===== config.mk =====
export PLATFORM = sky130hd
export DESIGN_NAME = tcp_ack_congestion_rtt_update
export DESIGN_NICKNAME = d
export VERILOG_FILES = /design/src/hdl/tcpacr_pkg.sv /design/src/hdl/tcp_ack_congestion_rtt_update.sv
export SDC_FILE = /design/constraint.sdc
export NUM_CORES = 2
export LEC_CHECK = 0
export CORE_ASPECT_RATIO = 1.1
export CORE_MARGIN = 4
export CORE_UTILIZATION = 60
export CTS_CLUSTER_SIZE = 16
export DETAILED_ROUTE_END_ITERATION = 8
export DONT_BUFFER_PORTS = 1
export PLACE_DENSITY_LB_ADDON = 0.1
export SYNTH_ARGS = -nofsm -noshare
export SYNTH_HDL_FRONTEND = slang
export SYNTH_SLANG_ARGS = --single-unit

===== constraint.sdc =====
create_clock -name aclk -period 8 [get_ports aclk]
set_input_delay 2.4 -clock aclk [delete_from_list [all_inputs] [get_ports aclk]]
set_output_delay 2.4 -clock aclk [all_outputs]
set_load 0.03 [all_outputs]

===== src/hdl/tcpacr_pkg.sv =====
package tcpacr_pkg;

    localparam int unsigned MSS_W      = 16;
    localparam int unsigned RTTVAR_W   = 15;
    localparam int unsigned CFG_IDX_W  = 1;
    localparam int unsigned CFG_DATA_W = 16;
    localparam int unsigned DIV_CNT_W  = 5;

    localparam logic [7:0] DUP_THRESHOLD     = 8'd3;
    localparam logic [7:0] DUP_COUNT_MAX     = 8'd255;

    localparam logic [1:0] CMD_SEGMENT   = 2'd0;
    localparam logic [1:0] CMD_RTT_START = 2'd1;
    localparam logic [1:0] CMD_INIT      = 2'd2;

    localparam logic [CFG_IDX_W-1:0] CFG_IDX_MSS    = 1'd0;
    localparam logic [CFG_IDX_W-1:0] CFG_IDX_RTTVAR = 1'd1;

    typedef enum logic [2:0] {
        ST_IDLE,
        ST_EXEC,
        ST_DIV,
        ST_GROW,
        ST_RTT_A,
        ST_RTT_B,
        ST_OUT
    } tcpacr_state_t;

    // True when sequence a lies before sequence b in modulo 2^32 space.
    function automatic logic seq_before(input logic [31:0] a, input logic [31:0] b);
        logic [31:0] diff;
        diff = a - b;
        return diff[31];
    endfunction

    // Saturating add of a 32 bit window and a 33 bit increment.
    function automatic logic [31:0] add_sat(input logic [31:0] a, input logic [32:0] b);
        logic [33:0] sum;
        sum = {2'b00, a} + {1'b0, b};
        return (sum[33:32] != 2'b00) ? 32'hFFFF_FFFF : sum[31:0];
    endfunction

endpackage


===== src/hdl/tcp_ack_congestion_rtt_update.sv =====
// Channel   Direction  Handshake                Contents
// s_        in         s_valid / s_ready        command and segment fields
// m_        out        m_valid / m_ready        windows, timeout, event flags
// cfg_      in         cfg_wr_en (no wait)      max segment size, initial variance
//
// One transaction is processed at a time; s_ready is high only when idle.
// A command goes from EXEC to OUT; a segment with ACK set also passes RTT_A, and
// first DIV and GROW when congestion avoidance runs the 32 step restoring divider.
// The divider loop and the two step RTT update set the latency.
// Reset (aresetn low, synchronous) clears all connection state.
// A result held by a low m_ready stalls the block until it is taken.
module tcp_ack_congestion_rtt_update (
    input  logic                                 aclk,
    input  logic                                 aresetn,
    input  logic                                 cfg_wr_en,
    input  logic [tcpacr_pkg::CFG_IDX_W-1:0]     cfg_index,
    input  logic [tcpacr_pkg::CFG_DATA_W-1:0]    cfg_wdata,
    input  logic                                 s_valid,
    output logic                                 s_ready,
    input  logic [1:0]                           s_command,
    input  logic [31:0]                          s_seq_number,
    input  logic [31:0]                          s_ack_number,
    input  logic [15:0]                          s_window,
    input  logic                                 s_ack_flag,
    input  logic [31:0]                          s_highest_sent,
    input  logic                                 s_unacked_present,
    input  logic                                 s_connection_established,
    input  logic [31:0]                          s_now_tick,
    output logic                                 m_valid,
    input  logic                                 m_ready,
    output logic [15:0]                          m_send_window,
    output logic [31:0]                          m_congestion_window,
    output logic [31:0]                          m_slow_start_threshold,
    output logic signed [15:0]                   m_retransmit_timeout,
    output logic [15:0]                          m_acked_bytes,
    output logic                                 m_fast_retransmit,
    output logic                                 m_new_data_acked,
    output logic                                 m_window_updated,
    output logic                                 m_rtt_sampled
);
    import tcpacr_pkg::*;

    tcpacr_state_t state_reg, state_next;

    // Configuration registers.
    logic [MSS_W-1:0]    mss_reg, mss_next;
    logic [RTTVAR_W-1:0] ivar_reg, ivar_next;

    // Captured transaction fields.
    logic [1:0]  cmd_reg;
    logic [31:0] seq_in_reg, ack_in_reg, snd_max_reg, now_reg;
    logic [15:0] wnd_reg;
    logic        ackf_reg, unacked_reg, est_reg;

    // Connection state.
    logic [15:0] pw_reg, pw_next;
    logic [31:0] wsm_reg, wsm_next, wam_reg, wam_next, last_reg, last_next;
    logic [7:0]  dc_reg, dc_next;
    logic [31:0] cw_reg, cw_next, ss_reg, ss_next;
    logic        rec_reg, rec_next;
    logic [15:0] srtt_reg, srtt_next, var_reg, var_next, rto_reg, rto_next;
    logic        ract_reg, ract_next;
    logic [31:0] rseq_reg, rseq_next, rtick_reg, rtick_next;

    // Divider and scratch registers.
    logic [31:0]          divq_reg, divq_next, divr_reg, divr_next, divd_reg, divd_next;
    logic [DIV_CNT_W-1:0] cnt_reg, cnt_next;
    logic [15:0]          mabs_reg, mabs_next;

    // Result flags.
    logic [15:0] acked_reg, acked_next;
    logic        fast_reg, fast_next, newack_reg, newack_next;
    logic        wupd_reg, wupd_next, samp_reg, samp_next;

    logic        accept;
    assign accept = s_valid && s_ready;

    // Shared arithmetic terms.
    logic signed [15:0] srtt_s, var_s, srtt_sh, var_sh, srtt_n_s;
    logic [15:0]        base_rto;
    logic [31:0]        cw0, half, elapsed;
    logic [16:0]        floor2;
    logic [17:0]        mss3;
    logic [7:0]         dc_inc;
    logic [32:0]        rem_sh;
    logic signed [33:0] m_val, m_abs;
    logic [15:0]        var_n;

    always_comb begin
        srtt_s   = $signed(srtt_reg);
        var_s    = $signed(var_reg);
        srtt_sh  = srtt_s >>> 3;
        var_sh   = var_s >>> 2;
        base_rto = 16'(srtt_sh) + var_reg;
        cw0      = rec_reg ? ss_reg : cw_reg;
        half     = (snd_max_reg - last_reg) >> 1;
        floor2   = {mss_reg, 1'b0};
        mss3     = {1'b0, mss_reg, 1'b0} + {2'b00, mss_reg};
        dc_inc   = (dc_reg == DUP_COUNT_MAX) ? dc_reg : dc_reg + 8'd1;
        rem_sh   = {divr_reg, divq_reg[31]};
        elapsed  = now_reg - rtick_reg;
        m_val    = {{2{elapsed[31]}}, elapsed} - 34'(srtt_sh);
        m_abs    = m_val[33] ? -m_val : m_val;
        var_n    = var_reg + mabs_reg - 16'(var_sh);
        srtt_n_s = $signed(srtt_reg) >>> 3;
    end

    // Sequencer.
    always_comb begin
        state_next = state_reg;
        unique case (state_reg)
            ST_IDLE: if (accept) state_next = ST_EXEC;
            ST_EXEC: begin
                if (cmd_reg == CMD_SEGMENT && ackf_reg) begin
                    state_next = ST_RTT_A;
                    if (last_reg != ack_in_reg && seq_before(last_reg, ack_in_reg) &&
                        (ack_in_reg == snd_max_reg || seq_before(ack_in_reg, snd_max_reg)) &&
                        est_reg && !(cw0 < ss_reg) && cw0 != 32'd0) begin
                        state_next = ST_DIV;
                    end
                end else begin
                    state_next = ST_OUT;
                end
            end
            ST_DIV:   if (cnt_reg == '1) state_next = ST_GROW;
            ST_GROW:  state_next = ST_RTT_A;
            ST_RTT_A: begin
                if (ract_reg && seq_before(rseq_reg, ack_in_reg)) state_next = ST_RTT_B;
                else state_next = ST_OUT;
            end
            ST_RTT_B: state_next = ST_OUT;
            ST_OUT:   if (m_ready) state_next = ST_IDLE;
            default:  state_next = ST_IDLE;
        endcase
    end

    // Datapath next values.
    always_comb begin
        mss_next  = mss_reg;   ivar_next = ivar_reg;
        pw_next   = pw_reg;    wsm_next  = wsm_reg;   wam_next  = wam_reg;
        last_next = last_reg;  dc_next   = dc_reg;    cw_next   = cw_reg;
        ss_next   = ss_reg;    rec_next  = rec_reg;   srtt_next = srtt_reg;
        var_next  = var_reg;   rto_next  = rto_reg;   ract_next = ract_reg;
        rseq_next = rseq_reg;  rtick_next = rtick_reg;
        divq_next = divq_reg;  divr_next = divr_reg;  divd_next = divd_reg;
        cnt_next  = cnt_reg;   mabs_next = mabs_reg;
        acked_next = acked_reg; fast_next = fast_reg; newack_next = newack_reg;
        wupd_next = wupd_reg;  samp_next = samp_reg;

        if (cfg_wr_en) begin
            if (cfg_index == CFG_IDX_MSS) mss_next = cfg_wdata;
            if (cfg_index == CFG_IDX_RTTVAR) ivar_next = cfg_wdata[RTTVAR_W-1:0];
        end

        unique case (state_reg)
            ST_IDLE: begin
                if (accept) begin
                    acked_next = '0; fast_next = 1'b0; newack_next = 1'b0;
                    wupd_next = 1'b0; samp_next = 1'b0;
                end
            end
            ST_EXEC: begin
                if (cmd_reg == CMD_RTT_START) begin
                    ract_next  = 1'b1;
                    rseq_next  = seq_in_reg;
                    rtick_next = now_reg;
                end else if (cmd_reg == CMD_INIT) begin
                    pw_next   = wnd_reg;
                    ss_next   = {16'd0, wnd_reg};
                    wsm_next  = seq_in_reg;
                    wam_next  = ack_in_reg;
                    last_next = ack_in_reg;
                    cw_next   = {16'd0, mss_reg};
                    dc_next   = '0;
                    rec_next  = 1'b0;
                    srtt_next = '0;
                    var_next  = {1'b0, ivar_reg};
                    rto_next  = {1'b0, ivar_reg};
                    ract_next = 1'b0;
                end else if (cmd_reg == CMD_SEGMENT && ackf_reg) begin
                    if (seq_before(wsm_reg, seq_in_reg) ||
                        (wsm_reg == seq_in_reg && seq_before(wam_reg, ack_in_reg)) ||
                        (wam_reg == ack_in_reg && wnd_reg > pw_reg)) begin
                        pw_next   = wnd_reg;
                        wsm_next  = seq_in_reg;
                        wam_next  = ack_in_reg;
                        wupd_next = 1'b1;
                    end
                    if (last_reg == ack_in_reg) begin
                        dc_next = dc_inc;
                        if (dc_inc >= DUP_THRESHOLD && unacked_reg) begin
                            if (!rec_reg) begin
                                fast_next = 1'b1;
                                ss_next   = (half > {15'd0, floor2}) ? half : {15'd0, floor2};
                                cw_next   = add_sat((half > {15'd0, floor2}) ? half
                                                    : {15'd0, floor2}, {15'd0, mss3});
                                rec_next  = 1'b1;
                            end else begin
                                cw_next = add_sat(cw_reg, {17'd0, mss_reg});
                            end
                        end
                    end else if (seq_before(last_reg, ack_in_reg) &&
                                 (ack_in_reg == snd_max_reg ||
                                  seq_before(ack_in_reg, snd_max_reg))) begin
                        newack_next = 1'b1;
                        rec_next    = 1'b0;
                        rto_next    = base_rto;
                        acked_next  = 16'(ack_in_reg - last_reg);
                        dc_next     = '0;
                        last_next   = ack_in_reg;
                        cw_next     = cw0;
                        if (est_reg) begin
                            if (cw0 < ss_reg || cw0 == 32'd0) begin
                                cw_next = add_sat(cw0, {17'd0, mss_reg});
                            end else begin
                                divq_next = {16'd0, mss_reg} * {16'd0, mss_reg};
                                divr_next = '0;
                                divd_next = cw0;
                                cnt_next  = '0;
                            end
                        end
                    end
                end
            end
            ST_DIV: begin
                if (rem_sh >= {1'b0, divd_reg}) begin
                    divr_next = 32'(rem_sh - {1'b0, divd_reg});
                    divq_next = {divq_reg[30:0], 1'b1};
                end else begin
                    divr_next = rem_sh[31:0];
                    divq_next = {divq_reg[30:0], 1'b0};
                end
                cnt_next = cnt_reg + 1'b1;
            end
            ST_GROW: cw_next = add_sat(cw_reg, {1'b0, divq_reg});
            ST_RTT_A: begin
                if (ract_reg && seq_before(rseq_reg, ack_in_reg)) begin
                    srtt_next = srtt_reg + m_val[15:0];
                    mabs_next = m_abs[15:0];
                    ract_next = 1'b0;
                    samp_next = 1'b1;
                end
            end
            ST_RTT_B: begin
                var_next = var_n;
                rto_next = 16'(srtt_n_s) + var_n;
            end
            ST_OUT: ;
            default: ;
        endcase
    end

    always_ff @(posedge aclk) begin
        if (!aresetn) begin
            state_reg <= ST_IDLE;
            mss_reg <= 16'd536;  ivar_reg <= 15'd6;
            pw_reg <= '0;  wsm_reg <= '0;  wam_reg <= '0;  last_reg <= '0;
            dc_reg <= '0;  cw_reg <= '0;   ss_reg <= '0;   rec_reg <= 1'b0;
            srtt_reg <= '0; var_reg <= '0; rto_reg <= '0;  ract_reg <= 1'b0;
            rseq_reg <= '0; rtick_reg <= '0;
            cnt_reg <= '0;
            acked_reg <= '0; fast_reg <= 1'b0; newack_reg <= 1'b0;
            wupd_reg <= 1'b0; samp_reg <= 1'b0;
        end else begin
            state_reg <= state_next;
            mss_reg <= mss_next;  ivar_reg <= ivar_next;
            pw_reg <= pw_next;  wsm_reg <= wsm_next;  wam_reg <= wam_next;
            last_reg <= last_next;
            dc_reg <= dc_next;  cw_reg <= cw_next;  ss_reg <= ss_next;
            rec_reg <= rec_next;
            srtt_reg <= srtt_next; var_reg <= var_next; rto_reg <= rto_next;
            ract_reg <= ract_next;
            rseq_reg <= rseq_next; rtick_reg <= rtick_next;
            cnt_reg <= cnt_next;
            acked_reg <= acked_next; fast_reg <= fast_next; newack_reg <= newack_next;
            wupd_reg <= wupd_next; samp_reg <= samp_next;
        end
    end

    // Payload, scratch and divider data registers carry no reset.
    always_ff @(posedge aclk) begin
        divq_reg <= divq_next;
        divr_reg <= divr_next;
        divd_reg <= divd_next;
        mabs_reg <= mabs_next;
        if (accept) begin
            cmd_reg     <= s_command;
            seq_in_reg  <= s_seq_number;
            ack_in_reg  <= s_ack_number;
            wnd_reg     <= s_window;
            ackf_reg    <= s_ack_flag;
            snd_max_reg <= s_highest_sent;
            unacked_reg <= s_unacked_present;
            est_reg     <= s_connection_established;
            now_reg     <= s_now_tick;
        end
    end

    // Handshake and result outputs.
    always_comb begin
        s_ready                = (state_reg == ST_IDLE);
        m_valid                = (state_reg == ST_OUT);
        m_send_window          = pw_reg;
        m_congestion_window    = cw_reg;
        m_slow_start_threshold = ss_reg;
        m_retransmit_timeout   = $signed(rto_reg);
        m_acked_bytes          = acked_reg;
        m_fast_retransmit      = fast_reg;
        m_new_data_acked       = newack_reg;
        m_window_updated       = wupd_reg;
        m_rtt_sampled          = samp_reg;
    end

    a_no_overlap: assert property (@(posedge aclk) disable iff (!aresetn)
        m_valid |-> !s_ready) else $error("result pending while accepting");
    a_busy_after_accept: assert property (@(posedge aclk) disable iff (!aresetn)
        (s_valid && s_ready) |=> !s_ready) else $error("accepted two transactions");
    a_acked_needs_new: assert property (@(posedge aclk) disable iff (!aresetn)
        (m_valid && m_acked_bytes != 16'd0) |-> m_new_data_acked)
        else $error("acked bytes without new ack");
    a_fast_excl: assert property (@(posedge aclk) disable iff (!aresetn)
        (m_valid && m_fast_retransmit) |-> !m_new_data_acked)
        else $error("fast retransmit on new ack");

endmodule

* After elaboration in Yosys (flattened, before gate mapping)
Index checks and enable logic that the tools add are counted.
** Word-level totals
- Logic and storage cells :: 291
- Bits of input ports :: 171
- Output and inout bits :: 118
- Register bits :: 618
** Cells by class
- $mul :: 1
- Magnitude comparators :: 5
- $add $sub $neg :: 23
- Muxes and demuxes :: 123
- Bitwise operators :: 5
- Eq/ne operators :: 40
- Reductions and logical operators :: 58
** Operators with widths (count)
- $mux W32 :: 44
- $mux W16 :: 20
- $sub A32 B32 Y32 :: 8
- $pmux W32 S2 :: 3
- $eq A32 B32 Y1 :: 4
- $pmux W16 S2 :: 4
- $add A32 B16 Y33 :: 2
- $add A16 B16 Y16 :: 4
- $mux W8 :: 5
- $mux W5 :: 7
- $add A32 B32 Y33 :: 1
- $ge A33 B32 Y1 :: 1
- $sub A32 B13 Y33 :: 1
- $add A31 B18 Y32 :: 1
- $logic_not A32 Y1 :: 1
- $lt A32 B32 Y1 :: 1
- $mul A16 B16 Y32 :: 1
- $ne A32 B32 Y1 :: 1
- $reduce_bool A32 Y1 :: 1
- $sub A16 B16 Y16 :: 2
- $gt A31 B17 Y1 :: 1
- $mux W31 :: 1
- $ne A2 B2 Y1 const B :: 15
- $reduce_bool A2 Y1 :: 14
- other kinds (38) :: 112

* Depth between registers and ports, before layout
- Depth after elaboration :: 12
- Mapped depth :: 37
- Mapped depth without buffers :: 36

* Least setup slack after synthesis
No wires, ideal clock.
- Path type :: flip-flop to flip-flop
- Start point :: reg snd_max_reg[2]
- End point :: reg cw_reg[31], in the netlist m_congestion_window[31]
- Path slack :: 0.267 ns
- Data required time :: 7.938 ns
- Arrival :: 7.672 ns
- Setup time :: 0.062 ns
- Buffers on the path :: 2
- Cell stages (with the launch flop) :: 37
- Clock period less this slack :: 7.733 ns
- Cells stage by stage :: edfxtp_1 ha_1 nor2b_1 o31a_1 o211ai_1 o21a_1 nor2b_1 o21ai_0 nand2b_1 a21o_1 a21oi_1 xnor2_1 ha_1 nand2_1 nor4_1 and2_1 o2111ai_1 or4_1 buf_4 buf_6 nand2_1 o21ai_1 fa_1 inv_1 fa_1 nor2b_1 o21ai_0 a21boi_1 o2111ai_1 a211oi_1 nor3_1 or3_1 a2111oi_1 and4_1 a31o_2 a31o_2 a32o_1
** Between the ends
- Cells in the longest elaborated chain, start to end :: 12
- Elaborated cells between the ends (all ways) :: 18
- Those cells by class :: 3 x add/sub; 1 x order compare; 2 x eq/ne; 9 x mux; 3 x reduce/logical
** RTL lines
- start, declared :: line tcp_ack_congestion_rtt_update.sv:51 : logic [31:0] seq_in_reg, ack_in_reg, snd_max_reg, now_reg;
- start signal, assigned :: line tcp_ack_congestion_rtt_update.sv:292 : snd_max_reg <= s_highest_sent;
- $sub A32 B32 Y32 :: line tcp_ack_congestion_rtt_update.sv:96 : half = (snd_max_reg - last_reg) >> 1;
- $gt A31 B17 Y1 :: line tcp_ack_congestion_rtt_update.sv:195 : cw_next = add_sat((half > {15'd0, floor2}) ? half
- $mux W31 :: line tcp_ack_congestion_rtt_update.sv:195
- $add A31 B18 Y32 :: line tcpacr_pkg.sv:39 : sum = {2'b00, a} + {1'b0, b};
- $mux W32 :: line tcpacr_pkg.sv:40 : return (sum[33:32] != 2'b00) ? 32'hFFFF_FFFF : sum[31:0];
- $mux W32 :: line tcp_ack_congestion_rtt_update.sv:192 : if (!rec_reg) begin
- $mux W32 :: line tcp_ack_congestion_rtt_update.sv:191 : if (dc_inc >= DUP_THRESHOLD && unacked_reg) begin
- $mux W32 :: line tcp_ack_congestion_rtt_update.sv:189 : if (last_reg == ack_in_reg) begin
- $mux W32 :: line tcp_ack_congestion_rtt_update.sv:180 : end else if (cmd_reg == CMD_SEGMENT && ackf_reg) begin
- $mux W32 :: line tcp_ack_congestion_rtt_update.sv:167 : end else if (cmd_reg == CMD_INIT) begin
- $mux W32 :: line tcp_ack_congestion_rtt_update.sv:163 : if (cmd_reg == CMD_RTT_START) begin
- $pmux W32 S2 :: line tcp_ack_congestion_rtt_update.sv:155 : unique case (state_reg)
- end signal, assigned :: line tcp_ack_congestion_rtt_update.sv:269 : dc_reg <= dc_next; cw_reg <= cw_next; ss_reg <= ss_next;
- end, declared :: line tcp_ack_congestion_rtt_update.sv:59 : logic [31:0] cw_reg, cw_next, ss_reg, ss_next;
Parallel ways exist; a longest one is shown, timed or not. The select of a mux whose other input is x is not followed.
A chain may end at the register's enable or synchronous reset.

* Worst setup path in the final report
- Start point :: reg snd_max_reg[0]
- End point :: reg cw_reg[21], in the netlist m_congestion_window[21]
The elaborated chain is that of the path after synthesis.

==> flow_summary.ini <==
[die]
rows = 112
io_pins = 289
die_w_um = 286.4
die_y_um = 314.3
start_util = 0.6036
coreArea_um2 = 84780
dieArea_um2 = 90030

[routing]
drt-met1-wl_mm = 61.10
highest_layer = met5
drt-initial-drc-count = 3084
wl_met2_mm = 70.73
ant_nets = 0
wl_met3_mm = 13.88
via_per_inst = 6.056
drt_pass1_iterations = 8
wl_mm = 154.8
drc = 0
vias = 42940
wl_per_cell_um = 21.83

[synth]
syn_inst = 5840
yosysTopAreaCell = edfxtp_1
netlist.area_leader.share = 0.1532
synth_seq_cells = 617
avgSynthCellArea_um2 = 8.762
yosysSeqAreaShare = 0.2924
syn_area_um2 = 51170
yosys-top-cells-count = 707 x nand2_1, 625 x ha_1, 619 x inv_1
synth.area.top_cells = edfxtp_1 15%, ha_1 15%, dfxtp_1 14%
synth_edf_count = 261
yosysWarnings = 0
async_flop_share = 0
synth.most_common_cell = nand2_1
ys_types = 91
syn_nets = 6843
synthFlopType = dfxtp_1

[global_routing]
grt_pass1_vias = 41830
track_usage = 0.3350
grt_pass1_wl_mm = 236.6
antenna_found_initial = 28
grt_max_degree = 221
overflow = 0

[worst_hold_path]
hp-class = reg -> reg

[worst_setup_path]
worstReg2RegEnd = m_congestion_window[21]
reg2reg_from = snd_max_reg[0]
crit_required_ns = 8.54
crit_type = reg -> reg
r2r_cells = 36
crit_start = snd_max_reg[0]
critPathMaxStageDelay_ns = 0.56
cp_data_arrival_time_ns = 8.30
crit_fanout = 4
reg2reg_setup_slack_ns = 0.25
critical-path-slowest-cell = or4_4
cp-start-kind = flip-flop
cp-end-kind = flip-flop
crit_end = m_congestion_window[21]

[cts]
htree_levels = 3
cts_buffer_depth = 3
ctsRootBufferMaster = clkbuf_16
numCtsBuffers = 71
cts.sinks = 617
cts_tree = yes
worstSkewPairLatency_ns = 0.66
path_clk_slew_ns = 0.06

[timing]
clock_skew_ns = 0.04510
drv_slew = 0
hold_ws_ns = 0.4519
hold_violations = 0
finalSetupViolations = 0
worstMarginPinSlew_ns = 1.393
slew_headroom = 0.05975
rsz0062_at_grt = yes
finalCritPeriodShare = 0.9691
fmax_mhz = 129.0
fin_crit_ns = 7.753

[placed_design]
post-dp-hpwl_mm = 120.2
io_buffers = 0
dp_cells = 6930
routabilityCongestion = 1.004

[job]
maxCapViolCount = 0

[final_layout]
layoutNonFillerInstCount = 7090
layout-drive-gt1-share = 0.06997
nets = 6875
areaGrowthSynthToFinish_pct = 9.108

[outcome]
status = completed

[pwr]
ir_drop_v = 0.0002349
p_leak_nw = 24.77
powerDensity_nw_per_um2 = 190.7
worst max-delay path, delay by kind of cell (launching register included):
kind / cells / cell delay [ns]
adder cells (fa/ha/maj): 5 / 1.71
XOR/XNOR: 2 / 0.21
AND/OR/NAND/NOR: 8 / 1.72
buffers and inverters: 3 / 0.35
AO/OA/AOI/OAI: 17 / 3.10
flip-flops: 1 / 0.34
multiplexers: 1 / 0.23
final cells by class:
cell class,instances,area (um2)
Tap cell,1140,1426
Sequential cell,617,14970
Multi-Input combinational cell,4393,33310
Clock inverter,46,583.1
Timing Repair Buffer,162,1216
Antenna cell,19,47.55
Fill cell,7271,28950
Inverter,627,2366
Clock buffer,86,1916
kinds of logic (layout without fill, tap and decap cells):
family	Yosys count	count (layout)	synth area share
AND/OR/NAND/NOR	1725	1725	0.1526
AO/OA/AOI/OAI	1352	1352	0.1714
adder cells (fa/ha/maj)	832	832	0.2338
buffers and inverters	830	921	0.06162
flip-flops	617	617	0.2924
XOR/XNOR	301	301	0.05152
multiplexers	182	182	0.03658
other	1	20	0.00007328
worst min path at each step:
stage | startpoint | end | slack, ns | cells after the start
2_1_floorplan | rseq_reg[0] | rseq_reg[0] | 0.43 | 2
3_3_place_gp | rtick_reg[2] | rtick_reg[2] | 0.44 | 2
3_5_place_dp | rtick_reg[2] | rtick_reg[2] | 0.45 | 2
4_1_cts | rtick_reg[2] | rtick_reg[2] | 0.45 | 2
5_1_grt | rtick_reg[21] | rtick_reg[21] | 0.47 | 2
6_report | rtick_reg[14] | rtick_reg[14] | 0.45 | 2
per-layer routing:
layer	GRT usage	up-vias
met5	0	-
li1	-	20520
met1	0.4101	20350
met2	0.5484	1621
met3	0.08494	437
met4	0.1717	18
per-stage QoR:
stage | TNS [ns] | total power [mW] | utilization | setup WS, ns | instance area (um2)
after global placement | -0.007817 | 7.073 | 0.6256 | -0.007817 | 53040
after detailed placement | -0.5025 | 7.126 | 0.6256 | -0.1641 | 53040
final | 0 | 10.65 | 0.6585 | 0.2471 | 55830
after CTS | 0 | 10.63 | 0.6552 | 0.002457 | 55550
after global routing | -0.3500 | 11.22 | 0.6583 | -0.1472 | 55810
after floorplan | 0 | 6.214 | - | 0.2667 | 51170
what timing repair did:
action | CTS | global route
setup endpoints to repair | 8 | 18
gates resized for setup | 2 | 38
pin swaps | 1 | 23
setup buffers | 0 | 9
endpoints found under the hold margin | 0 | 0
hold buffers | 0 | 0
placed cells by master, fill, tap and decap left out, types with 41 or more instances in the layout:
cell type and count:
a211oi_1 41, a21o_1 177, a21oi_1 462, buf_4 162, clkbuf_16 73, dfxtp_1 355
edfxtp_1 261, fa_1 205, ha_1 621, inv_1 616, mux2i_1 146, nand2_1 704
nand2b_1 66, nand3_1 123, nand4_1 77, nor2_1 424, nor2b_1 61, nor3_1 80
o211ai_1 46, o21a_1 59, o21ai_0 205, xnor2_1 193, xor2_1 105
power by group:
part	total [mW]	internal, mW	switching, mW
logic	3.37	1.35	2.03
clock network	3.49	2.03	1.46
registers	3.78	3.55	0.238
total	10.6	6.93	3.72
Note: power is estimated with default switching activity, not from simulation.
